File: src/hw/rtl/rotation_matrix_to_quaternion_macros.svh
// assertion macros for the rotation matrix to quaternion top level
`ifndef ROTATION_MATRIX_TO_QUATERNION_MACROS_SVH
`define ROTATION_MATRIX_TO_QUATERNION_MACROS_SVH

// property checked on every clock edge outside reset
`define RMQ_ASSERT(label, clk, rst_n, prop, msg) \
  label: assert property (@(posedge clk) disable iff (!rst_n) prop) else $error(msg);

// property checked on the edge after reset is seen low
`define RMQ_ASSERT_RST(label, clk, rst_n, prop, msg) \
  label: assert property (@(posedge clk) !rst_n |=> prop) else $error(msg);

`endif

File: src/hw/rtl/rmq_pkg.sv
// package with widths, types and helpers for the matrix to quaternion pipeline
`default_nettype none
package rmq_pkg;

  localparam int unsigned SAMPLE_W   = 16;
  localparam int unsigned FRAC_BITS  = 14;
  localparam int unsigned D_W        = SAMPLE_W + 2;
  localparam int unsigned ARG_W      = SAMPLE_W + 1;
  localparam int unsigned RAD_W      = 32;
  localparam int unsigned ROOT_W     = RAD_W / 2;
  localparam int unsigned SQ_REM_W   = ROOT_W + 3;
  localparam int unsigned NUM_W      = 32;
  localparam int unsigned DEN_W      = ROOT_W + 1;
  localparam int unsigned QUO_W      = 24;
  localparam int unsigned SQRT_STEPS = ROOT_W;
  localparam int unsigned DIV_STEPS  = QUO_W;
  localparam int unsigned LATENCY    = 4 + SQRT_STEPS + DIV_STEPS;
  localparam int unsigned LANES      = 3;

  localparam logic signed [D_W:0]        ONE   = (D_W+1)'(1) <<< FRAC_BITS;
  localparam logic signed [SAMPLE_W-1:0] S_MAX = {1'b0, {(SAMPLE_W-1){1'b1}}};
  localparam logic signed [SAMPLE_W-1:0] S_MIN = {1'b1, {(SAMPLE_W-1){1'b0}}};

  // which output takes the half root
  typedef enum logic [1:0] {
    HSEL_X,
    HSEL_Y,
    HSEL_Z,
    HSEL_W
  } hsel_e;

  typedef struct packed {
    logic signed [SAMPLE_W-1:0] m11;
    logic signed [SAMPLE_W-1:0] m12;
    logic signed [SAMPLE_W-1:0] m13;
    logic signed [SAMPLE_W-1:0] m21;
    logic signed [SAMPLE_W-1:0] m22;
    logic signed [SAMPLE_W-1:0] m23;
    logic signed [SAMPLE_W-1:0] m31;
    logic signed [SAMPLE_W-1:0] m32;
    logic signed [SAMPLE_W-1:0] m33;
  } req_t;

  typedef struct packed {
    logic signed [SAMPLE_W-1:0] qx;
    logic signed [SAMPLE_W-1:0] qy;
    logic signed [SAMPLE_W-1:0] qz;
    logic signed [SAMPLE_W-1:0] qw;
    logic                       invalid;
  } res_t;

  // routing and lane numerators that travel beside the square root
  typedef struct packed {
    hsel_e                   hsel;
    logic                    invalid;
    logic [LANES-1:0][D_W-1:0] lane;
  } side_t;

  // routing and half root that travel beside the dividers
  typedef struct packed {
    hsel_e             hsel;
    logic              invalid;
    logic [ROOT_W-1:0] half;
  } ctl_t;

  // sign extension of a matrix entry to the difference width
  function automatic logic signed [D_W-1:0] ext(input logic signed [SAMPLE_W-1:0] m);
    ext = {{(D_W-SAMPLE_W){m[SAMPLE_W-1]}}, m};
  endfunction

  // apply sign to a quotient magnitude and clamp to the sample range
  function automatic logic signed [SAMPLE_W-1:0] sat(input logic neg,
                                                    input logic [QUO_W-1:0] q);
    logic [QUO_W-1:0] lim;
    logic [QUO_W-1:0] negq;
    lim  = QUO_W'(S_MAX);
    negq = -q;
    if (neg) begin
      sat = (q > lim) ? S_MIN : negq[SAMPLE_W-1:0];
    end else begin
      sat = (q > lim) ? S_MAX : q[SAMPLE_W-1:0];
    end
  endfunction

endpackage
`default_nettype wire

File: src/hw/rtl/rmq_div.sv
// pipelined restoring divider lane, one quotient bit per stage
`default_nettype none
module rmq_div (
  input  logic                        clk_i,
  input  logic                        rst_ni,
  input  logic                        valid_i,
  input  logic [rmq_pkg::NUM_W-1:0]   num_i,
  input  logic [rmq_pkg::DEN_W-1:0]   den_i,
  input  logic                        neg_i,
  output logic                        valid_o,
  output logic [rmq_pkg::QUO_W-1:0]   quot_o,
  output logic                        neg_o
);
  import rmq_pkg::*;

  localparam int unsigned X_W = DEN_W + QUO_W;

  logic             vld_q [DIV_STEPS+1];
  logic [X_W-1:0]   x_q   [DIV_STEPS+1];
  logic [DEN_W-1:0] den_q [DIV_STEPS+1];
  logic             neg_q [DIV_STEPS+1];

  // quotient fits the low bits, so the top numerator bits start the remainder
  assign vld_q[0] = valid_i;
  assign x_q[0]   = X_W'(num_i);
  assign den_q[0] = den_i;
  assign neg_q[0] = neg_i;

  for (genvar g = 0; g < DIV_STEPS; g++) begin : g_stage
    logic [DEN_W:0]   rem_sh;
    logic [DEN_W:0]   diff;
    logic             take;

    // shift in the next numerator bit and subtract where it fits
    assign rem_sh = x_q[g][X_W-1 -: DEN_W+1];
    assign take   = (rem_sh >= {1'b0, den_q[g]});
    assign diff   = take ? (rem_sh - {1'b0, den_q[g]}) : rem_sh;

    always_ff @(posedge clk_i or negedge rst_ni) begin
      if (!rst_ni) begin
        vld_q[g+1] <= 1'b0;
      end else begin
        vld_q[g+1] <= vld_q[g];
      end
    end

    always_ff @(posedge clk_i) begin
      x_q[g+1]   <= {diff[DEN_W-1:0], x_q[g][QUO_W-2:0], take};
      den_q[g+1] <= den_q[g];
      neg_q[g+1] <= neg_q[g];
    end
  end

  assign valid_o = vld_q[DIV_STEPS];
  assign quot_o  = x_q[DIV_STEPS][QUO_W-1:0];
  assign neg_o   = neg_q[DIV_STEPS];

endmodule
`default_nettype wire

File: config.mk
export PLATFORM = sky130hd
export DESIGN_NAME = rmq_div
export DESIGN_NICKNAME = d
export VERILOG_FILES = /design/src/hw/rtl/rotation_matrix_to_quaternion_macros.svh /design/src/hw/rtl/rmq_pkg.sv /design/src/hw/rtl/rmq_div.sv
export SDC_FILE = /design/constraint.sdc
export NUM_CORES = 2
export LEC_CHECK = 0
export BUFFER_PORTS_ARGS = -buffer_cell sky130_fd_sc_hd__buf_2
export CORE_AREA = 5 5 300 302
export CTS_CLUSTER_SIZE = 30
export DETAILED_ROUTE_END_ITERATION = 7
export DIE_AREA = 0 0 305 307
export PLACE_DENSITY = 0.76
export SLEW_MARGIN = 15
export SYNTH_ARGS = -nofsm -noshare
export SYNTH_HDL_FRONTEND = slang
export SYNTH_SLANG_ARGS = --single-unit
File: constraint.sdc
create_clock -name clk_i -period 3.38 [get_ports clk_i]
set_input_delay 0.676 -clock clk_i [delete_from_list [all_inputs] [get_ports clk_i]]
set_output_delay 0.676 -clock clk_i [all_outputs]
set_load 0.03 [all_outputs]
==> impl_metrics.yaml <==
cts:
  clkTransAtPathRegs_ns: 0.06
  cts_max_path_buffers: 3
  root_buffer: "clkbuf_16"
  ctsHtreeMaxLevel: 4
  cts_inserted_buffers: 140
  clk_latency_ns: 0.75
  cts_tree: "built"
  cts_sinks: 1406
grt:
  grt_max_degree: 34
  use_met3_pct: 3.35
  busiest_layer: "met2"
  grtUsageTotal_pct: 19.8
  overflow: 0
  antenna_found_initial: 0
  grt_pass1_wl_um: 157000
  grt_pass1_vias: 32600
  met2_usage_pct: 34.6
  grtUsageMet1_pct: 25.5
power:
  p_per_area_nw_per_um2: 1010
  finalPower_w: 0.0597
  peakVddDrop_v: 0.000750
  p_leak_nw: 27.0
drt:
  routed_wl_um: 93600
  via_count: 32600
  wl_per_cell_um: 15.1
  drt_drc_violations_left: 0
  drtIter0Drc: 1678
  ant_nets: 0
  dr.pass1.iters: 8
  drt-vias-per-instance: 5.24
sta:
  max_freq_mhz: 307
  setup_violations: 0
  tightest_slew_ns: 1.02
  hold_viol: 0
  skew_ns: 0.0267
  layout_min_cycle_time_ns: 3.25
  finalCritPeriodShare_pct: 96.2
  timing.hold.ws_ns: 0.0520
  slew_headroom_pct: 31.8
  slew_violations: 0
layout:
  ff_latch_area_um2: 28300
  drive_gt1_share_pct: 13.1
  area_delta_synth_final_pct: 13.9
  multiInputGateArea_um2: 21300
  fin_cells: 6219
  final_core_util_pct: 67.4
  fin_nets: 5417
  nFillCells: 6463
  n_antenna_cell: 0
logic_synthesis:
  yosys.area.top_type: "dfxtp_1"
  syn-num-nets: 5190
  synthArstFlopShare_pct: 1.71
  synth_edf_count: 0
  synth-seq-cells: 1406
  syn_inst: 4714
  netlist_area_um2: 51800
  ys.warnings.count: 0
  yosys-top-cells-area: "dfxtp_1 (53%), ha_1 (9.7%), mux2_2 (5.2%), inv_1 (3.6%), xnor2_1 (3.2%)"
  yosysMostFrequentCell: "dfxtp_1"
  ys_seq_area_share_pct: 54.6
  ys_types: 78
  avgSynthCellArea_um2: 11.0
  netlist.area_leader.share_pct: 53.4
  ys_top_cells_by_count: "dfxtp_1 (1,382), inv_1 (495), ha_1 (400), a21oi_1 (300), nor2_1 (238)"
  synth_flop_cell: "dfxtp_1"
run:
  drv_cap: 0
placed_design:
  placed_cells: 5929
  gp_congestion: 0.863
  dp_hpwl_um: 66500
  io_buffers: 78
critical_path:
  path_max_fanout: 17
  reg2reg_setup_slack_ns: 0.13
  r2r-start: "den_q[204]"
  reg2reg_depth: 12
  cp-end-kind: "flop"
  critPathLaunchType: "flop"
  worstSetupPathType: "flop to flop"
  worstPathRequired_ns: 4.01
  worstPathArrival_ns: 3.88
  r2r-end: "g_stage[13].rem_sh[5]"
die:
  coreArea_um2: 87400
  rows: 109
  start_util_pct: 59.2
  die_h_um: 307
  die-area_um2: 93600
  die_w_um: 305
  ios: 79
hold_path:
  min_path_type: "primary input to flop"
  min_to: "den_q[394]"
  hp-start: "den_i[3]"
  hold_depth: 1
outcome:
  outcome: "complete, no violations"
## area by class of cell
type	instances	share of cell area (%)
tap	1165	2.47
clock buffer	186	6.66
sequential	1406	48.0
multi-input combinational	2741	36.1
clock inverter	69	1.63
timing repair buffer	154	1.99
inverter	498	3.17
## layer usage
metal | part of all wire (%) | up-vias
met1 | 46 | 15200
met2 | 48 | 633
li1 | - | 16600
met4 | 1.9 | 0
met5 | 0 | -
met3 | 4.0 | 153
## flip-flops by register name, indices dropped and copies added (netlist names)
name / flops
den_q: 391
g_stage.rem_sh: 414
neg_o: 1
neg_q: 23
quot_o: 24
valid_o: 1
vld_q: 23
x_q: 529
## cells in the final DEF (no fill, tap or decap), drive strengths merged, types with 11 or more instances in the layout
cell | Yosys | final
a2111oi | 14 | 14
clkinvlp | 0 | 11
dfrtp | 24 | 24
dlygate4sd3 | 0 | 34
nor2b | 35 | 35
clkinv | 3 | 45
a211oi | 43 | 43
xnor2 | 190 | 190
and3 | 19 | 19
mux2i | 21 | 21
nand2 | 173 | 173
o21ai | 200 | 200
o31a | 22 | 22
mux2 | 259 | 259
xor2 | 106 | 106
nand2b | 35 | 35
buf | 38 | 120
nor2 | 238 | 238
nand3 | 45 | 45
or2 | 24 | 24
inv | 495 | 501
nand4 | 56 | 56
dfxtp | 1382 | 1382
fa | 23 | 23
o31ai | 22 | 22
a31oi | 35 | 35
o21bai | 59 | 59
ha | 400 | 400
clkbuf | 31 | 186
a21oi | 302 | 302
a21o | 141 | 141
nor3 | 61 | 61
o21a | 44 | 44
or3 | 34 | 34
## power by group
part | leakage (nW) | total, W | internal [W] | switching [W]
sequential | 11.9 | 0.0222 | 0.0204 | 0.00177
combinational | 12.7 | 0.0217 | 0.0106 | 0.0111
clock | 2.36 | 0.0158 | 0.00914 | 0.00662
## per-stage QoR
step,TNS [ns],instance area (um^2),setup slack [ns]
4_1_cts,0,58900,0.0440
6_report,0,59000,0.127
5_1_grt,-0.0168,59000,-0.0145
3_5_place_dp,0,53600,0.0856
2_1_floorplan,0,51800,0.313
3_3_place_gp,0,53600,0.166
## repair_timing
item | in CTS | in global routing
gates resized for setup | 0 | 8
hold buffers | 34 | 0
hold endpoints to repair | 57 | 0
setup buffers | 0 | 1
endpoints found under the setup margin | 0 | 103
## worst max-delay path, stage by stage, from the launching register on
cell and delay (ns):
dfxtp_1 0.50, ha_1 0.24, inv_1 0.06, fa_1 0.40
a21o_1 0.20, a21oi_1 0.27, o21ai_0 0.16, a21oi_2 0.16
o31a_1 0.21, o311ai_1 0.15, nor3_2 0.20, buf_12 0.19
mux2_2 0.39
## worst max-delay path by stage
stage	startpoint	to	slack, ns	cells after the start
final	den_q[204]	g_stage[13].rem_sh[5]	0.13	12
after detailed placement	g_stage[4].rem_sh[0]	g_stage[5].rem_sh[2]	0.09	12
after global routing	den_q[221]	g_stage[12].rem_sh[9]	-0.01	12
after CTS	g_stage[4].rem_sh[0]	g_stage[5].rem_sh[2]	0.04	12
after floorplan	g_stage[7].rem_sh[0]	g_stage[8].rem_sh[10]	0.31	13
after global placement	g_stage[4].rem_sh[0]	g_stage[5].rem_sh[6]	0.17	12
## cells by family after synthesis
family                     Yosys count  synth area share, %
AOI/OAI and AO/OA                  973                 12.1
xor gates and xnor gates           296                 5.01
adders and majority gates          423                 10.6
buffers and inverters              567                 4.39
DFF                               1406                 54.6
muxes                              280                 6.16
and+or+nand+nor                    769                 7.19
Power figures use the tool's default switching activity.
