### src/hw/rtl/rotation_matrix_to_quaternion_macros.svh
// assertion macros for the rotation matrix to quaternion top level
`ifndef ROTATION_MATRIX_TO_QUATERNION_MACROS_SVH
`define ROTATION_MATRIX_TO_QUATERNION_MACROS_SVH

// property checked on every clock edge outside reset
`define RMQ_ASSERT(label, clk, rst_n, prop, msg) \
  label: assert property (@(posedge clk) disable iff (!rst_n) prop) else $error(msg);

// property checked on the edge after reset is seen low
`define RMQ_ASSERT_RST(label, clk, rst_n, prop, msg) \
  label: assert property (@(posedge clk) !rst_n |=> prop) else $error(msg);

`endif

### src/hw/rtl/rmq_pkg.sv
// package with widths, types and helpers for the matrix to quaternion pipeline
`default_nettype none
package rmq_pkg;

  localparam int unsigned SAMPLE_W   = 16;
  localparam int unsigned FRAC_BITS  = 14;
  localparam int unsigned D_W        = SAMPLE_W + 2;
  localparam int unsigned ARG_W      = SAMPLE_W + 1;
  localparam int unsigned RAD_W      = 32;
  localparam int unsigned ROOT_W     = RAD_W / 2;
  localparam int unsigned SQ_REM_W   = ROOT_W + 3;
  localparam int unsigned NUM_W      = 32;
  localparam int unsigned DEN_W      = ROOT_W + 1;
  localparam int unsigned QUO_W      = 24;
  localparam int unsigned SQRT_STEPS = ROOT_W;
  localparam int unsigned DIV_STEPS  = QUO_W;
  localparam int unsigned LATENCY    = 4 + SQRT_STEPS + DIV_STEPS;
  localparam int unsigned LANES      = 3;

  localparam logic signed [D_W:0]        ONE   = (D_W+1)'(1) <<< FRAC_BITS;
  localparam logic signed [SAMPLE_W-1:0] S_MAX = {1'b0, {(SAMPLE_W-1){1'b1}}};
  localparam logic signed [SAMPLE_W-1:0] S_MIN = {1'b1, {(SAMPLE_W-1){1'b0}}};

  // which output takes the half root
  typedef enum logic [1:0] {
    HSEL_X,
    HSEL_Y,
    HSEL_Z,
    HSEL_W
  } hsel_e;

  typedef struct packed {
    logic signed [SAMPLE_W-1:0] m11;
    logic signed [SAMPLE_W-1:0] m12;
    logic signed [SAMPLE_W-1:0] m13;
    logic signed [SAMPLE_W-1:0] m21;
    logic signed [SAMPLE_W-1:0] m22;
    logic signed [SAMPLE_W-1:0] m23;
    logic signed [SAMPLE_W-1:0] m31;
    logic signed [SAMPLE_W-1:0] m32;
    logic signed [SAMPLE_W-1:0] m33;
  } req_t;

  typedef struct packed {
    logic signed [SAMPLE_W-1:0] qx;
    logic signed [SAMPLE_W-1:0] qy;
    logic signed [SAMPLE_W-1:0] qz;
    logic signed [SAMPLE_W-1:0] qw;
    logic                       invalid;
  } res_t;

  // routing and lane numerators that travel beside the square root
  typedef struct packed {
    hsel_e                   hsel;
    logic                    invalid;
    logic [LANES-1:0][D_W-1:0] lane;
  } side_t;

  // routing and half root that travel beside the dividers
  typedef struct packed {
    hsel_e             hsel;
    logic              invalid;
    logic [ROOT_W-1:0] half;
  } ctl_t;

  // sign extension of a matrix entry to the difference width
  function automatic logic signed [D_W-1:0] ext(input logic signed [SAMPLE_W-1:0] m);
    ext = {{(D_W-SAMPLE_W){m[SAMPLE_W-1]}}, m};
  endfunction

  // apply sign to a quotient magnitude and clamp to the sample range
  function automatic logic signed [SAMPLE_W-1:0] sat(input logic neg,
                                                    input logic [QUO_W-1:0] q);
    logic [QUO_W-1:0] lim;
    logic [QUO_W-1:0] negq;
    lim  = QUO_W'(S_MAX);
    negq = -q;
    if (neg) begin
      sat = (q > lim) ? S_MIN : negq[SAMPLE_W-1:0];
    end else begin
      sat = (q > lim) ? S_MAX : q[SAMPLE_W-1:0];
    end
  endfunction

endpackage
`default_nettype wire

### src/hw/rtl/rmq_front.sv
// front end: trace, axis choice, square root argument and lane numerators
`default_nettype none
module rmq_front (
  input  logic                         clk_i,
  input  logic                         rst_ni,
  input  logic                         valid_i,
  input  rmq_pkg::req_t                req_i,
  output logic                         valid_o,
  output rmq_pkg::side_t               side_o,
  output logic [rmq_pkg::ARG_W-1:0]    arg_o
);
  import rmq_pkg::*;

  logic                 a_vld_q;
  req_t                 a_req_q;
  logic signed [D_W-1:0] a_trace_q;
  logic signed [D_W-1:0] trace_d;

  logic                  b_vld_q;
  side_t                 b_side_q, b_side_d;
  logic [ARG_W-1:0]      b_arg_q, b_arg_d;

  logic signed [D_W-1:0] e11, e12, e13, e21, e22, e23, e31, e32, e33;
  logic signed [D_W:0]   arg;
  logic                  tpos;
  hsel_e                 hsel;

  // trace of the incoming request
  assign trace_d = ext(req_i.m11) + ext(req_i.m22) + ext(req_i.m33);

  // stage a: capture request and trace
  always_ff @(posedge clk_i or negedge rst_ni) begin
    if (!rst_ni) begin
      a_vld_q <= 1'b0;
    end else begin
      a_vld_q <= valid_i;
    end
  end

  always_ff @(posedge clk_i) begin
    a_req_q   <= req_i;
    a_trace_q <= trace_d;
  end

  assign e11 = ext(a_req_q.m11);
  assign e12 = ext(a_req_q.m12);
  assign e13 = ext(a_req_q.m13);
  assign e21 = ext(a_req_q.m21);
  assign e22 = ext(a_req_q.m22);
  assign e23 = ext(a_req_q.m23);
  assign e31 = ext(a_req_q.m31);
  assign e32 = ext(a_req_q.m32);
  assign e33 = ext(a_req_q.m33);

  assign tpos = (a_trace_q > 0);

  // pick the leading axis, strict compares in axis order
  always_comb begin
    if (tpos) begin
      hsel = HSEL_W;
    end else if (e22 > e11) begin
      hsel = (e33 > e22) ? HSEL_Z : HSEL_Y;
    end else begin
      hsel = (e33 > e11) ? HSEL_Z : HSEL_X;
    end
  end

  // square root argument and lane numerators with signs folded in
  always_comb begin
    arg = '0;
    b_side_d.lane = '0;
    unique case (hsel)
      HSEL_W: begin
        arg = (D_W+1)'(a_trace_q) + ONE;
        b_side_d.lane[0] = e23 - e32;
        b_side_d.lane[1] = e31 - e13;
        b_side_d.lane[2] = e12 - e21;
      end
      HSEL_X: begin
        arg = (D_W+1)'(e11) - (D_W+1)'(e22) - (D_W+1)'(e33) + ONE;
        b_side_d.lane[0] = -(e21 + e12);
        b_side_d.lane[1] = -(e31 + e13);
        b_side_d.lane[2] = e32 - e23;
      end
      HSEL_Y: begin
        arg = (D_W+1)'(e22) - (D_W+1)'(e33) - (D_W+1)'(e11) + ONE;
        b_side_d.lane[0] = -(e12 + e21);
        b_side_d.lane[1] = -(e32 + e23);
        b_side_d.lane[2] = e13 - e31;
      end
      HSEL_Z: begin
        arg = (D_W+1)'(e33) - (D_W+1)'(e11) - (D_W+1)'(e22) + ONE;
        b_side_d.lane[0] = -(e13 + e31);
        b_side_d.lane[1] = -(e23 + e32);
        b_side_d.lane[2] = e21 - e12;
      end
      default: begin
        arg = '0;
      end
    endcase
    b_side_d.hsel    = hsel;
    b_side_d.invalid = (arg <= 0);
    b_arg_d          = b_side_d.invalid ? '0 : arg[ARG_W-1:0];
  end

  // stage b: registered argument and sideband
  always_ff @(posedge clk_i or negedge rst_ni) begin
    if (!rst_ni) begin
      b_vld_q <= 1'b0;
    end else begin
      b_vld_q <= a_vld_q;
    end
  end

  always_ff @(posedge clk_i) begin
    b_side_q <= b_side_d;
    b_arg_q  <= b_arg_d;
  end

  assign valid_o = b_vld_q;
  assign side_o  = b_side_q;
  assign arg_o   = b_arg_q;

endmodule
`default_nettype wire

### config.mk
export PLATFORM = sky130hd
export DESIGN_NAME = rmq_front
export DESIGN_NICKNAME = d
export VERILOG_FILES = /design/src/hw/rtl/rotation_matrix_to_quaternion_macros.svh /design/src/hw/rtl/rmq_pkg.sv /design/src/hw/rtl/rmq_front.sv
export SDC_FILE = /design/constraint.sdc
export NUM_CORES = 1
export LEC_CHECK = 0
export ABC_CLOCK_PERIOD_IN_PS = 3800
export BUFFER_PORTS_ARGS = -buffer_cell sky130_fd_sc_hd__buf_2
export CAP_MARGIN = 20
export CORE_MARGIN = 2
export CORE_UTILIZATION = 45
export CTS_CLUSTER_SIZE = 16
export DETAILED_ROUTE_END_ITERATION = 10
export PLACE_DENSITY_LB_ADDON = 0.12
export SLEW_MARGIN = 20
export SYNTH_ARGS = -nofsm -noshare
export SYNTH_HDL_FRONTEND = slang
export SYNTH_SLANG_ARGS = --single-unit
### constraint.sdc
create_clock -name clk_i -period 3.8 [get_ports clk_i]
set_input_delay 0.19 -clock clk_i [delete_from_list [all_inputs] [get_ports clk_i]]
set_output_delay 0.19 -clock clk_i [all_outputs]
set_load 0.03 [all_outputs]
==> summary.md <==
| Metric | Value |
|---|---|
| RR Startpoint | `a_req_q[142]` |
| Core area | `0.04422 sq mm` |
| Area post-placement | `~0.024 sq mm` |
| Critical Path AT | `4.35 ns` |
| Setup Skew | `0.01746 ns` |
| Clock Sinks | `237` |
| Post-Syn Instances | `2298` |
| Final setup fails | `2` |
| CTS H-tree lvls | `1` |
| GRT Residual Overflow | `0` |
| Full die area | `0.04653 sq mm` |
| GPL Wtd Cong | `between 0.9 and 1` |
| Syn_nets | `2918` |
| Power Internal | `7.601 mW` |
| DR pass1 iterations | `5` |
| Layout cells sized above 1 | `22.15%` |
| Unrepaired setup endpoints after global routing | `yes` |
| Slowest-stage cell, CP | `a2111oi_1` |
| I/O Pins | `222` |
| Async S/R FF share, synth | `0.8439%` |
| Most frequent cells in the layout | `ha_1, inv_1, buf_4` |
| WL final | `67690 um` |
| Initial antenna violation count | `4` |
| Reg-to-reg setup timing slack | `-0.01 ns` |
| Final Hold Fails | `0` |
| Initial core utilization | `45.61%` |
| Site row count | `77` |
| Flop pwr share | `26.0%` |
| Largest net degree at the start of global routing | `34` |
| Minimum clock period | `3.813 ns` |
| CTS Root Buffer Type | `clkbuf_16` |
| Pwr dens | `486.1 mW/mm^2` |
| Status | `finished with violations` |
| Post-Synthesis Cell Area | `between 0.02 and 0.025 sq mm` |
| Total GRT Usage | `28.62%` |
| Initial DRC Count | `1164` |
| Input/output buffers | `221` |
| CP startpoint kind | `flop` |
| Design Area, Final | `0.02689 sq mm` |
| CTS tree | `built` |
| Setup ws final | `-0.01254 ns` |
| First-pass GRT wire length | `103900 um` |
| Placement Setup Slack | `-0.3310 ns` |
| Post-synth top flop | `dfxtp_1` |
| Net Sw Frac | `41.86%` |
| Comb pwr share | `50.5%` |
| Max clock buf depth | `3` |
| Commonest non-fill, non-tap cell in the layout | `ha_1` |
| Depth of the worst register-to-register path | `16` |
| FMAX | `0.2623 GHz` |
| Peak VDD IR | `0.5201 mV` |
| WHS | `0.02396 ns` |
| Failing checks | `negative setup slack` |
| Switching power | `5.472 mW` |
| TritonCTS buffer count | `30` |
| Hold path endpoint | `a_trace_q[1]` |
| Detail Route Antenna Nets | `0` |
| EDFF count, synth | `0` |
| Nets | `approximately 3500` |
| CP Class | `reg -> reg` |
| Post-synthesis register bit count | `approximately 240` |
| Ys Warns | `0` |
| Crit path required time | `4.33 ns` |
| Final Instance Count excl. Fillers | `3517` |
| Max-Cap Viols | `0` |
| Chip width | `roughly 220 um` |
| Clock Power Share | `roughly a quarter` |
| Synthesis-to-finish area growth | `33.35%` |
| Avg Cell Area, Syn | `8.776 sq um` |
| WL per Instance | `around 19 um` |
| Synth unique cells | `between 80 and 90` |
| Die H | `~220 um` |
| Ant diodes | `0` |
| Max_slew headroom | `42.09%` |
| DR vias/cell | `5.260` |
| Worst path depth | `16` |
| Vias in the first global route | `18690` |
| Class of the worst hold path | `in -> reg` |
| Hold Path Depth | `3` |
| Critical path endpoint category | `flop` |
| Worst-path clk slew | `0.06 ns` |
| Lkg Pwr | `13.26 nW` |
| Cell Chain, Critical Path | `inv_1 -> ha_1 -> nor4b_2 -> buf_4 -> a2111oi_1 -> o21ai_1 -> a21oi_1 -> a222oi_1 -> buf_4 -> buf_12 -> or2_4 -> o22a_1 -> a211oi_2 -> o21ai_1 -> nor4_2 -> a41o_1` |
| Sequential-to-total area share from yosys stat | `23.57%` |
| Worst-margin pin slew | `roughly 0.86 ns` |
| Cells after DPL | `3305` |
| Pins Over Slew Limit | `0` |
| Crit path largest cell delay | `approximately 0.45 ns` |
| Hold_sp | `req_i[65]` |
| FF-to-FF End | `side_o[54]` |
| Final period util | `100.3%` |
| Delay-heaviest family, CP | `compound AO/OA/AOI/OAI gates` |
| WP buf/inv | `4` |
| Via Count | `18500` |
| Fillers | `slightly below 4000` |
| Worst-path maximum fanout | `6` |
| DRC viols | `0` |
| Worst skew pair latency | `between 0.5 and 0.6 ns` |
| Final HPWL DP | `around 55000 um` |
-- metal layers --
layer | track usage, % | wire length, um
met2 | 46.28 | 30160
met4 | 8.920 | 2325
met1 | 39.19 | 30950
met3 | 4.454 | 4232
met5 | 0 | 13
-- logic make-up after synthesis --
family          count (synthesis)  synth area share [%]
mux                            23                 1.203
compound gates                588                 19.22
flops                         237                 23.57
simple gates                  453                 10.53
xor+xnor                      137                 5.949
buf+inv                       387                 7.308
fa+ha+maj                     473                 32.21
-- worst max-delay path by stage --
stage,from,end,slack [ns]
4_1_cts,a_req_q[2],arg_o[3],0.000008
6_report,a_req_q[142],side_o[54],-0.01
3_3_place_gp,a_req_q[77],side_o[44],-0.31
3_5_place_dp,a_req_q[77],side_o[44],-0.33
2_1_floorplan,a_req_q[2],arg_o[1],-0.002
5_1_grt,a_req_q[130],side_o[54],-0.25
-- Yosys cell counts (5+ instances only) --
| cell | instances | area [sq um] |
|---|---|---|
| a2111oi_0 | 6 | 52.55 |
| a211o_1 | 8 | 70.07 |
| a211oi_1 | 30 | 225.2 |
| a21boi_0 | 7 | 52.55 |
| a21o_1 | 30 | 225.2 |
| a21oi_1 | 166 | 830.8 |
| a221o_1 | 6 | 60.06 |
| a221oi_1 | 19 | 166.4 |
| a22oi_1 | 7 | 52.55 |
| a31oi_1 | 26 | 162.7 |
| and2_1 | 5 | 31.28 |
| and3_1 | 5 | 31.28 |
| buf_1 | 10 | 37.54 |
| buf_2 | 8 | 40.04 |
| clkbuf_1 | 33 | 123.9 |
| dfxtp_1 | 235 | 4705 |
| fa_1 | 77 | 1541 |
| ha_1 | 396 | 4955 |
| inv_1 | 334 | 1254 |
| mux2i_1 | 18 | 180.2 |
| nand2_1 | 96 | 360.4 |
| nand2b_1 | 28 | 175.2 |
| nand3_1 | 19 | 95.09 |
| nor2_1 | 172 | 645.6 |
| nor2b_1 | 24 | 150.1 |
| nor3_1 | 42 | 210.2 |
| nor4_1 | 16 | 100.1 |
| o2111ai_1 | 5 | 43.79 |
| o211ai_1 | 18 | 135.1 |
| o21a_1 | 19 | 142.6 |
| o21ai_0 | 100 | 500.5 |
| o21bai_1 | 38 | 285.3 |
| o221ai_1 | 9 | 78.83 |
| o22ai_1 | 16 | 100.1 |
| o31ai_1 | 20 | 150.1 |
| o41ai_1 | 9 | 78.83 |
| or2_2 | 5 | 31.28 |
| or3_1 | 17 | 106.4 |
| xnor2_1 | 102 | 893.4 |
| xor2_1 | 35 | 306.5 |
-- timing repair --
action / 4_1_cts / 5_1_grt
pin swaps: 32 / 31
hold buffers: 147 / 0
resized for setup: 57 / 72
cloned: 1 / 0
endpoints found under the setup margin: 30 / 55
endpoints found under the hold margin: 148 / 0
buffers inserted: 3 / 5
-- registers in the layout, summed over array words and instances (netlist names) --
| register | count |
|---|---|
| a_req_q | 144 |
| a_trace_q | 18 |
| a_vld_q | 1 |
| arg_o | 17 |
| side_o | 56 |
| valid_o | 1 |
-- stage by stage --
stage / util [%] / setup TNS, ns / power (mW)
3_5_place_dp: 53.74 / -5.941 / 9.553
2_1_floorplan: - / -0.002360 / 7.072
6_report: 60.82 / -0.02041 / 13.07
3_3_place_gp: 53.74 / -4.008 / 9.530
5_1_grt: 60.82 / -3.111 / 13.81
4_1_cts: 60.10 / 0 / 12.94
-- tightest hold or removal path: stages --
cell   delay, ns
buf_2       0.11
fa_1        0.17
ha_1        0.11
-- final cells by class --
class / count / area, sq um / share of cell area (%)
multi-input cells: 1675 / 14510 / 53.95
flip-flops and latches: 237 / 4767 / 17.73
repair buffers: 623 / 4552 / 16.93
inverters: 334 / 1254 / 4.662
clock buffers: 40 / 869.6 / 3.233
well taps: 592 / 740.7 / 2.754
clock inverters: 16 / 202.7 / 0.7537
-- power groups by stage --
stage	Clock [mW]	Sequential, mW	Combinational (mW)
after floorplan	0	3.89	3.18
after global placement	0	3.45	6.08
after detailed placement	0	3.44	6.12
after CTS	3.14	3.39	6.41
after global routing	3.23	3.43	7.15
final	3.07	3.40	6.60
No activity file was read; power rests on OpenSTA's default activity.
