--- src/hw/rtl/rotation_matrix_to_quaternion_macros.svh ---
// assertion macros for the rotation matrix to quaternion top level
`ifndef ROTATION_MATRIX_TO_QUATERNION_MACROS_SVH
`define ROTATION_MATRIX_TO_QUATERNION_MACROS_SVH

// property checked on every clock edge outside reset
`define RMQ_ASSERT(label, clk, rst_n, prop, msg) \
  label: assert property (@(posedge clk) disable iff (!rst_n) prop) else $error(msg);

// property checked on the edge after reset is seen low
`define RMQ_ASSERT_RST(label, clk, rst_n, prop, msg) \
  label: assert property (@(posedge clk) !rst_n |=> prop) else $error(msg);

`endif

--- src/hw/rtl/rmq_pkg.sv ---
// package with widths, types and helpers for the matrix to quaternion pipeline
`default_nettype none
package rmq_pkg;

  localparam int unsigned SAMPLE_W   = 16;
  localparam int unsigned FRAC_BITS  = 14;
  localparam int unsigned D_W        = SAMPLE_W + 2;
  localparam int unsigned ARG_W      = SAMPLE_W + 1;
  localparam int unsigned RAD_W      = 32;
  localparam int unsigned ROOT_W     = RAD_W / 2;
  localparam int unsigned SQ_REM_W   = ROOT_W + 3;
  localparam int unsigned NUM_W      = 32;
  localparam int unsigned DEN_W      = ROOT_W + 1;
  localparam int unsigned QUO_W      = 24;
  localparam int unsigned SQRT_STEPS = ROOT_W;
  localparam int unsigned DIV_STEPS  = QUO_W;
  localparam int unsigned LATENCY    = 4 + SQRT_STEPS + DIV_STEPS;
  localparam int unsigned LANES      = 3;

  localparam logic signed [D_W:0]        ONE   = (D_W+1)'(1) <<< FRAC_BITS;
  localparam logic signed [SAMPLE_W-1:0] S_MAX = {1'b0, {(SAMPLE_W-1){1'b1}}};
  localparam logic signed [SAMPLE_W-1:0] S_MIN = {1'b1, {(SAMPLE_W-1){1'b0}}};

  // which output takes the half root
  typedef enum logic [1:0] {
    HSEL_X,
    HSEL_Y,
    HSEL_Z,
    HSEL_W
  } hsel_e;

  typedef struct packed {
    logic signed [SAMPLE_W-1:0] m11;
    logic signed [SAMPLE_W-1:0] m12;
    logic signed [SAMPLE_W-1:0] m13;
    logic signed [SAMPLE_W-1:0] m21;
    logic signed [SAMPLE_W-1:0] m22;
    logic signed [SAMPLE_W-1:0] m23;
    logic signed [SAMPLE_W-1:0] m31;
    logic signed [SAMPLE_W-1:0] m32;
    logic signed [SAMPLE_W-1:0] m33;
  } req_t;

  typedef struct packed {
    logic signed [SAMPLE_W-1:0] qx;
    logic signed [SAMPLE_W-1:0] qy;
    logic signed [SAMPLE_W-1:0] qz;
    logic signed [SAMPLE_W-1:0] qw;
    logic                       invalid;
  } res_t;

  // routing and lane numerators that travel beside the square root
  typedef struct packed {
    hsel_e                   hsel;
    logic                    invalid;
    logic [LANES-1:0][D_W-1:0] lane;
  } side_t;

  // routing and half root that travel beside the dividers
  typedef struct packed {
    hsel_e             hsel;
    logic              invalid;
    logic [ROOT_W-1:0] half;
  } ctl_t;

  // sign extension of a matrix entry to the difference width
  function automatic logic signed [D_W-1:0] ext(input logic signed [SAMPLE_W-1:0] m);
    ext = {{(D_W-SAMPLE_W){m[SAMPLE_W-1]}}, m};
  endfunction

  // apply sign to a quotient magnitude and clamp to the sample range
  function automatic logic signed [SAMPLE_W-1:0] sat(input logic neg,
                                                    input logic [QUO_W-1:0] q);
    logic [QUO_W-1:0] lim;
    logic [QUO_W-1:0] negq;
    lim  = QUO_W'(S_MAX);
    negq = -q;
    if (neg) begin
      sat = (q > lim) ? S_MIN : negq[SAMPLE_W-1:0];
    end else begin
      sat = (q > lim) ? S_MAX : q[SAMPLE_W-1:0];
    end
  endfunction

endpackage
`default_nettype wire

--- src/hw/rtl/rmq_sqrt.sv ---
// pipelined integer square root, one result bit per stage
`default_nettype none
module rmq_sqrt (
  input  logic                          clk_i,
  input  logic                          rst_ni,
  input  logic                          valid_i,
  input  logic [rmq_pkg::ARG_W-1:0]     arg_i,
  input  rmq_pkg::side_t                side_i,
  output logic                          valid_o,
  output logic [rmq_pkg::ROOT_W-1:0]    root_o,
  output rmq_pkg::side_t                side_o
);
  import rmq_pkg::*;

  logic                vld_q  [SQRT_STEPS+1];
  logic [RAD_W-1:0]    rad_q  [SQRT_STEPS+1];
  logic [SQ_REM_W-1:0] rem_q  [SQRT_STEPS+1];
  logic [ROOT_W-1:0]   root_q [SQRT_STEPS+1];
  side_t               side_q [SQRT_STEPS+1];

  // stage zero is the incoming request, argument scaled by one
  assign vld_q[0]  = valid_i;
  assign rad_q[0]  = RAD_W'({arg_i, {FRAC_BITS{1'b0}}});
  assign rem_q[0]  = '0;
  assign root_q[0] = '0;
  assign side_q[0] = side_i;

  for (genvar g = 0; g < SQRT_STEPS; g++) begin : g_stage
    logic [SQ_REM_W-1:0] rem_sh;
    logic [SQ_REM_W-1:0] trial;
    logic                take;

    // bring down two radicand bits and try the next root bit
    assign rem_sh = {rem_q[g][SQ_REM_W-3:0], rad_q[g][RAD_W-1 -: 2]};
    assign trial  = {1'b0, root_q[g], 2'b01};
    assign take   = (rem_sh >= trial);

    always_ff @(posedge clk_i or negedge rst_ni) begin
      if (!rst_ni) begin
        vld_q[g+1] <= 1'b0;
      end else begin
        vld_q[g+1] <= vld_q[g];
      end
    end

    always_ff @(posedge clk_i) begin
      rad_q[g+1]  <= rad_q[g] << 2;
      rem_q[g+1]  <= take ? (rem_sh - trial) : rem_sh;
      root_q[g+1] <= {root_q[g][ROOT_W-2:0], take};
      side_q[g+1] <= side_q[g];
    end
  end

  assign valid_o = vld_q[SQRT_STEPS];
  assign root_o  = root_q[SQRT_STEPS];
  assign side_o  = side_q[SQRT_STEPS];

endmodule
`default_nettype wire

--- config.mk ---
export PLATFORM = sky130hd
export DESIGN_NAME = rmq_sqrt
export DESIGN_NICKNAME = d
export VERILOG_FILES = /design/src/hw/rtl/rotation_matrix_to_quaternion_macros.svh /design/src/hw/rtl/rmq_pkg.sv /design/src/hw/rtl/rmq_sqrt.sv
export SDC_FILE = /design/constraint.sdc
export NUM_CORES = 1
export LEC_CHECK = 0
export BUFFER_PORTS_ARGS = -buffer_cell sky130_fd_sc_hd__buf_2
export CORE_MARGIN = 5
export CORE_UTILIZATION = 24
export DETAILED_ROUTE_END_ITERATION = 10
export SLEW_MARGIN = 10
export SYNTH_ARGS = -nofsm -noshare
export SYNTH_HDL_FRONTEND = slang
export SYNTH_SLANG_ARGS = --single-unit
--- constraint.sdc ---
create_clock -name clk_i -period 5.7 [get_ports clk_i]
set_input_delay 1.14 -clock clk_i [delete_from_list [all_inputs] [get_ports clk_i]]
set_output_delay 1.14 -clock clk_i [all_outputs]
set_load 0.03 [all_outputs]
==> qor.csv, run 1 <==
metric;value;unit
hold path depth;0;
area share of the largest cell type after synthesis;73.65;%
Initial Util;24.11;%
mux contribution to synthesized area;1.238;%
CTS tree;yes;
die width;400.4;um
Slew @ Worst Pin;0.9554;ns
layout cells sized above 1;14.32;%
worst path arrival time;3.72;ns
root buf cell;clkbuf_16;
status;completed;
Avg Vias per Cell;3.577;
hold slack final;0.2866;ns
synthesized area;36590;um^2
post-CTS sizing;0;
cts bufs inserted;143;
Synth Instances;2758;
Tot Pwr;22.45;mW
Tmin final;3.075;ns
fin crit share;53.95;%
slew margin rel.;36.13;%
Post-Route WL;50790;um
setup TNS;0;ns
VDD IR-drop max;0.0002520;V
top post-synthesis cells by area;dfxtp_1, ha_1, xor2_1;
number of synthesized register bits;1362;
Die Ht;400.4;um
CP required;6.35;ns
Sink Count;1362;
crit start category;flop;
most frequently used flop master after synthesis;dfxtp_1;
CTS H-tree lvls;4;
DRT Pass-1 Iters;5;
Post-Synth Simple-Gate Area;5.995;%
routed len/inst;9.927;um
initial antenna violation count;0;
Place WS;2.620;ns
detailed placer's ending HPWL;32840;um
register area;27350;um^2
number of flops mapped to enable cells by yosys;0;
Adder-Cell Fraction of Synth Area;5.048;%
critical path type;flop to flop;
unrepaired setup endpoints after global routing;false;
Worst Skew;0.04434;ns
die footprint;160300;um^2
Clock Tree Buf Depth;3;
Slew Limit Fails;0;
layout net count;3195;
crit end category;flop;
xor/xnor cell area share of the yosys netlist;3.567;%
PD cells;504.8;nW/um^2
Avg Inst Size Synth;13.27;um^2
largest net degree at the start of global routing;25;
core area;151700;um^2
distinct cell type count after synthesis;74;
remaining antenna violation count after routing;0;
Routability Congestion;0.7586;
initial DRC count;724;
remaining global-route overflow;0;
Max Freq;325.2;MHz
Final Hold Fails;0;
Hold Buf Count CTS;0;
sequential share of the synthesized area;74.75;%
io pins;151;
Syn Nets;2979;
Skew-Pair Late Insertion Delay;0.77;ns
setup ws final;2.625;ns
async set or reset register ratio after synthesis;1.175;%
compound-gate portion of the synthesized area;6.337;%
reg2reg path depth;7;
Clk pin slew, worst setup/hold paths;0.06;ns
Yosys warnings;0;
antenna diode count;0;
Layout area overhead;21.57;%
DR vias;18300;
Max FO, Critical Path;24;
DRC viols;0;
area leader, netlist;dfxtp_1;
gr usage total;6.378;%
cell leakage power;19.30;nW
number of global-route vias before repair;18350;
Setup Buffers After CTS;0;
hold crit path type;flop to flop;
# port buffers;150;
multi-input logic area;8127;um^2
Filler cells;15440;
largest family of logic cells by synthesized area;compound AO/OA/AOI/OAI gates;
final setup fails;0;
max-cap violations;0;
row cnt;143;
first-pass GRT wire length;85510;um
## sequential cells by signal, indices dropped and copies added (netlist names)
register        cells
valid_o             1
rad_q              56
g_stage.rem_sh    242
side_o             57
root_o             16
vld_q              15
side_q            855
g_stage.trial     120
## area by class of cell
type,instances,area share (%)
flip-flops and latches,1362,61.48
multi-input cells,1156,18.27
clock buffers,183,8.833
well taps,2030,5.711
clock inverters,74,2.628
repair buffers,153,1.739
inverters,158,1.333
## cell families (layout without fill, tap and decap cells)
| logic type | after synthesis | in the layout |
|---|---|---|
| XOR/XNOR | 149 | 149 |
| AND/OR/NAND/NOR | 448 | 448 |
| AO/OA/AOI/OAI | 373 | 373 |
| other | 1 | 1 |
| multiplexers | 41 | 41 |
| buffers and inverters | 240 | 568 |
| adder cells (fa/ha/maj) | 144 | 144 |
| flip-flops | 1362 | 1362 |
## critical path, cell delays in order (launching register included)
cell      delay [ns]
dfxtp_1         0.42
ha_1            0.28
a211oi_1        0.35
o21ai_1         0.16
a21oi_1         0.28
o21ai_0         0.17
or4b_1          0.89
mux2_2          0.41
## placed cells by master, fill, tap and decap left out, types with 16 or more instances in the layout
master,netlist,layout
nor3_1,33,33
nor2b_1,18,18
xnor2_1,74,74
a21oi_1,120,120
o21ai_0,93,92
nand3_1,24,24
buf_2,3,150
clkinv_2,0,28
xor2_1,75,75
clkbuf_16,0,143
or3_1,21,21
ha_1,138,138
clkbuf_8,0,20
nand2b_1,17,17
nor4_1,23,22
clkbuf_1,20,20
nor2_1,152,152
a211oi_1,23,23
bufinv_16,0,17
dfrtp_1,16,16
dfxtp_1,1346,1346
nand2_1,94,94
a21o_1,34,34
mux2_2,34,34
o21a_1,23,23
inv_1,157,157
## synthesized netlist by cell type, types with 3 or more instances
master    count
a211oi_1     23
a21boi_0      7
a21o_1       34
a21oi_1     120
a311oi_1      4
a31oi_1       7
a41oi_1       5
and2_1        4
and3_1        6
buf_2         3
buf_4        57
clkbuf_1     20
dfrtp_1      16
dfxtp_1    1346
fa_1          6
ha_1        138
inv_1       157
mux2_2       34
mux2i_1       7
nand2_1      94
nand2b_1     17
nand3_1      24
nand3b_1      3
nand4_1      13
nand4b_1      6
nor2_1      152
nor2b_1      18
nor3_1       33
nor4_1       23
o211ai_1      7
o21a_1       23
o21ai_0      93
o21bai_1     11
o31a_1        4
o31ai_1       9
or2_2         8
or3_1        21
or4_1        12
xnor2_1      74
xor2_1       75
## final timing paths
kind | start | end | slack, ns
worst max-delay path | g_stage[13].rem_sh[2]$_SDFF_PP0_ | g_stage[14].rem_sh[14]$_DFF_P_ | 2.62
worst min-delay path | side_q[763]$_DFF_P_ | side_q[706]$_DFF_P_ | 0.29
min in group asynchronous | rst_ni | vld_q[2]$_DFF_PN0_ | 0.30
max in group asynchronous | rst_ni | vld_q[15]$_DFF_PN0_ | 5.13
worst max register to register | g_stage[13].rem_sh[2]$_SDFF_PP0_ | g_stage[14].rem_sh[14]$_DFF_P_ | 2.62
worst min register to register | side_q[763]$_DFF_P_ | side_q[706]$_DFF_P_ | 0.29
## routing by layer
metal	up-vias	track usage, %	wire length, um
li1	9537	-	-
met5	-	0	0
met2	342	10.10	22880
met4	0	3.618	1961
met3	127	2.579	3196
met1	8292	7.315	22760
## power by group
group          internal [mW]  switching (mW)
clock                   5.76            3.83
sequential              10.5           0.468
combinational          0.919            1.01
total                   17.1            5.30
## through the flow
stage,cells,utilization [%],area [um^2]
2_1_floorplan,2758,-,36590
3_3_place_gp,4859,25.95,39380
3_5_place_dp,4859,25.95,39380
4_1_cts,5116,29.31,44480
5_1_grt,5116,29.31,44480
6_report,5116,29.31,44480
(Power assumes the default switching activity.)
==> run 2, diff against run 1 <==
==> constraint.sdc (replaced) <==
create_clock -name clk_i -period 2.75 [get_ports clk_i]
set_input_delay 0.55 -clock clk_i [delete_from_list [all_inputs] [get_ports clk_i]]
set_output_delay 0.55 -clock clk_i [all_outputs]
set_load 0.03 [all_outputs]
==> run 2 against run 1 <==
Setup slack worse by 2.5 ns. Sequential power increased by 110%. Clock power is 100% higher. Via count is 1.9% higher. Power is 110% higher. Combinational power grew 120%. Largest power group unchanged.
==> qor.csv, run 2 (synthesis gave the netlist of run 1 again) <==
metric;value;unit;change
reg2reg path depth;9;;+2
CP required;3.36;ns;-2.99 ns
layout net count;3291;;+3.0%
Max Freq;380.2;MHz;+17%
die width;400.4;um;unchanged
DR vias;18650;;+1.9%
Placement Cell Area;39530;um^2;+0.39%
layout cells sized above 1;15.16;%;+0.84 points
initial DRC count;631;;-13%
R2R Setup Slk;0.12;ns;-2.50 ns
fin crit share;95.64;%;+42 points
remaining global-route overflow;0;;unchanged
row cnt;143;;unchanged
Largest register FFs;855;;unchanged
Sink Count;1362;;unchanged
CTS H-tree lvls;4;;unchanged
Post-Route WL;52340;um;+3.1%
Most flops, register;side_q;;
first-pass GRT wire length;88630;um;+3.6%
root buf cell;clkbuf_16;;
commonest cells after routing, fill and taps aside;dfxtp_1, inv_1, nor2_1;;
Routability Congestion;0.8048;;+6.1%
Clk pin slew, worst setup/hold paths;0.06;ns;about the same
DRC viols;0;;unchanged
final core occ;29.90;%;+0.58 points
Final Cell Area;45360;um^2;+2.0%
worst path arrival time;3.24;ns;-0.48 ns
Worst Skew;0.04142;ns;-0.002923 ns
CTS tree;yes;;
detailed placer's ending HPWL;33350;um;+1.5%
Slew @ Worst Pin;0.7383;ns;-0.2172 ns
Avg Vias per Cell;3.576;;about the same
Die Ht;400.4;um;unchanged
grt peak-use layer;met2;;
Clock Tree Buf Depth;3;;unchanged
Reg2Reg Capture Point;g_stage[11].rem_sh[18]$_DFF_P_;;
Place WS;0.006916;ns;-2.613 ns
VDD IR-drop max;0.0007181;V;+180%
setup ws final;0.1200;ns;-2.505 ns
routed len/inst;10.03;um;+1.1%
Tmin final;2.630;ns;-0.4454 ns
commonest non-fill, non-tap cell in the layout;dfxtp_1;;
core area;151700;um^2;unchanged
hold slack final;0.2532;ns;-0.03345 ns
global-route track usage on met2;10.50;%;+0.40 points
slew margin rel.;50.33;%;+14 points
final setup fails;0;;unchanged
Filler cells;15290;;-0.97%
crit start category;flop;;
Slew Limit Fails;0;;unchanged
crit end category;flop;;
Initial Util;24.11;%;unchanged
number of global-route vias before repair;18940;;+3.2%
Final Hold Fails;0;;unchanged
critical path type;flop to flop;;
cell leakage power;19.68;nW;+1.9%
Critical R2R Launch;g_stage[10].rem_sh[2]$_SDFF_PP0_;;
hold crit path type;input pin to async pin;;
setup TNS;0;ns;unchanged
die footprint;160300;um^2;unchanged
GRT met1 Usage;7.687;%;+0.37 points
largest net degree at the start of global routing;25;;unchanged
cts bufs inserted;143;;unchanged
# port buffers;150;;unchanged
remaining antenna violation count after routing;0;;unchanged
Skew-Pair Late Insertion Delay;0.77;ns;about the same
status;completed;;
PD cells;1021;nW/um^2;+100%
gr usage total;6.622;%;+0.24 points
Max FO, Critical Path;5;;-79%
Final Non-Filler Cells;5216;;+2.0%
routing usage on met3;2.503;%;-0.076 points
DRT Pass-1 Iters;5;;unchanged
io pins;151;;unchanged
max-cap violations;0;;unchanged
Tot Pwr;46.34;mW;+110%
initial antenna violation count;1;;+1
Layout area overhead;23.99;%;
Cells after DPL;4878;;+0.39%
run 2: changes by cell type in the layout (fill, tap and decap cells not counted), sizes merged, moves of 5 or more:
cell | before | now
buf | 153 | 173
bufinv | 17 | 11
clkinvlp | 4 | 9
dlygate4sd3 | 0 | 76
run 2: final cells by class:
type                    count  area [um^2]  share of cell area, %
inverters                 158        593.1                  1.307
flip-flops and latches   1362        27350                  60.28
clock inverters            73        960.9                  2.118
multi-input cells        1156         8188                  18.05
diodes                      1        2.502               0.005516
well taps                2030         2540                  5.599
clock buffers             187         4035                  8.895
repair buffers            249         1697                  3.740
run 2: worst max path at each step:
stage                                                start                        endpoint  slack (ns)  depth (start not counted)
after CTS                 g_stage[13].rem_sh[2]$_SDFF_PP0_  g_stage[14].rem_sh[14]$_DFF_P_        0.04                          9
after global placement    g_stage[13].rem_sh[2]$_SDFF_PP0_   g_stage[14].rem_sh[4]$_DFF_P_      -0.007                          8
after floorplan           g_stage[13].rem_sh[2]$_SDFF_PP0_  g_stage[14].rem_sh[10]$_DFF_P_        0.17                          9
final                     g_stage[10].rem_sh[2]$_SDFF_PP0_  g_stage[11].rem_sh[18]$_DFF_P_        0.12                          9
after detailed placement      g_stage[13].trial[3]$_DFF_P_  g_stage[14].rem_sh[14]$_DFF_P_       0.007                          9
after global routing          g_stage[13].trial[3]$_DFF_P_   g_stage[14].rem_sh[4]$_DFF_P_       -0.02                          9
run 2: timing repair:
item                                    CTS  global route
resized for setup                         2            16
pin swaps                                 0             2
hold endpoints to repair                 91             0
hold buffers                             76             0
setup buffers                             0             1
gates cloned                              0             0
endpoints found under the setup margin    5            23
run 2: per-layer routing:
metal	part of all wire, %	up-vias
li1	-	9736
met1	45	8441
met2	45	339
met3	5.8	138
met4	4.0	0
met5	0	-
run 2: power breakdown:
part,total [mW],switching (mW),internal (mW)
sequential,22.7,0.994,21.7
clock,19.5,7.92,11.6
combinational,4.15,2.13,2.01
total,46.3,11.0,35.3
run 2: critical path: stages (launching register included):
cell	delay, ns
dfxtp_1	0.36
ha_1	0.25
fa_1	0.42
a21oi_2	0.19
o21ai_1	0.11
or4_1	0.44
a41oi_1	0.27
o311a_1	0.26
nand2_1	0.08
xnor2_1	0.12
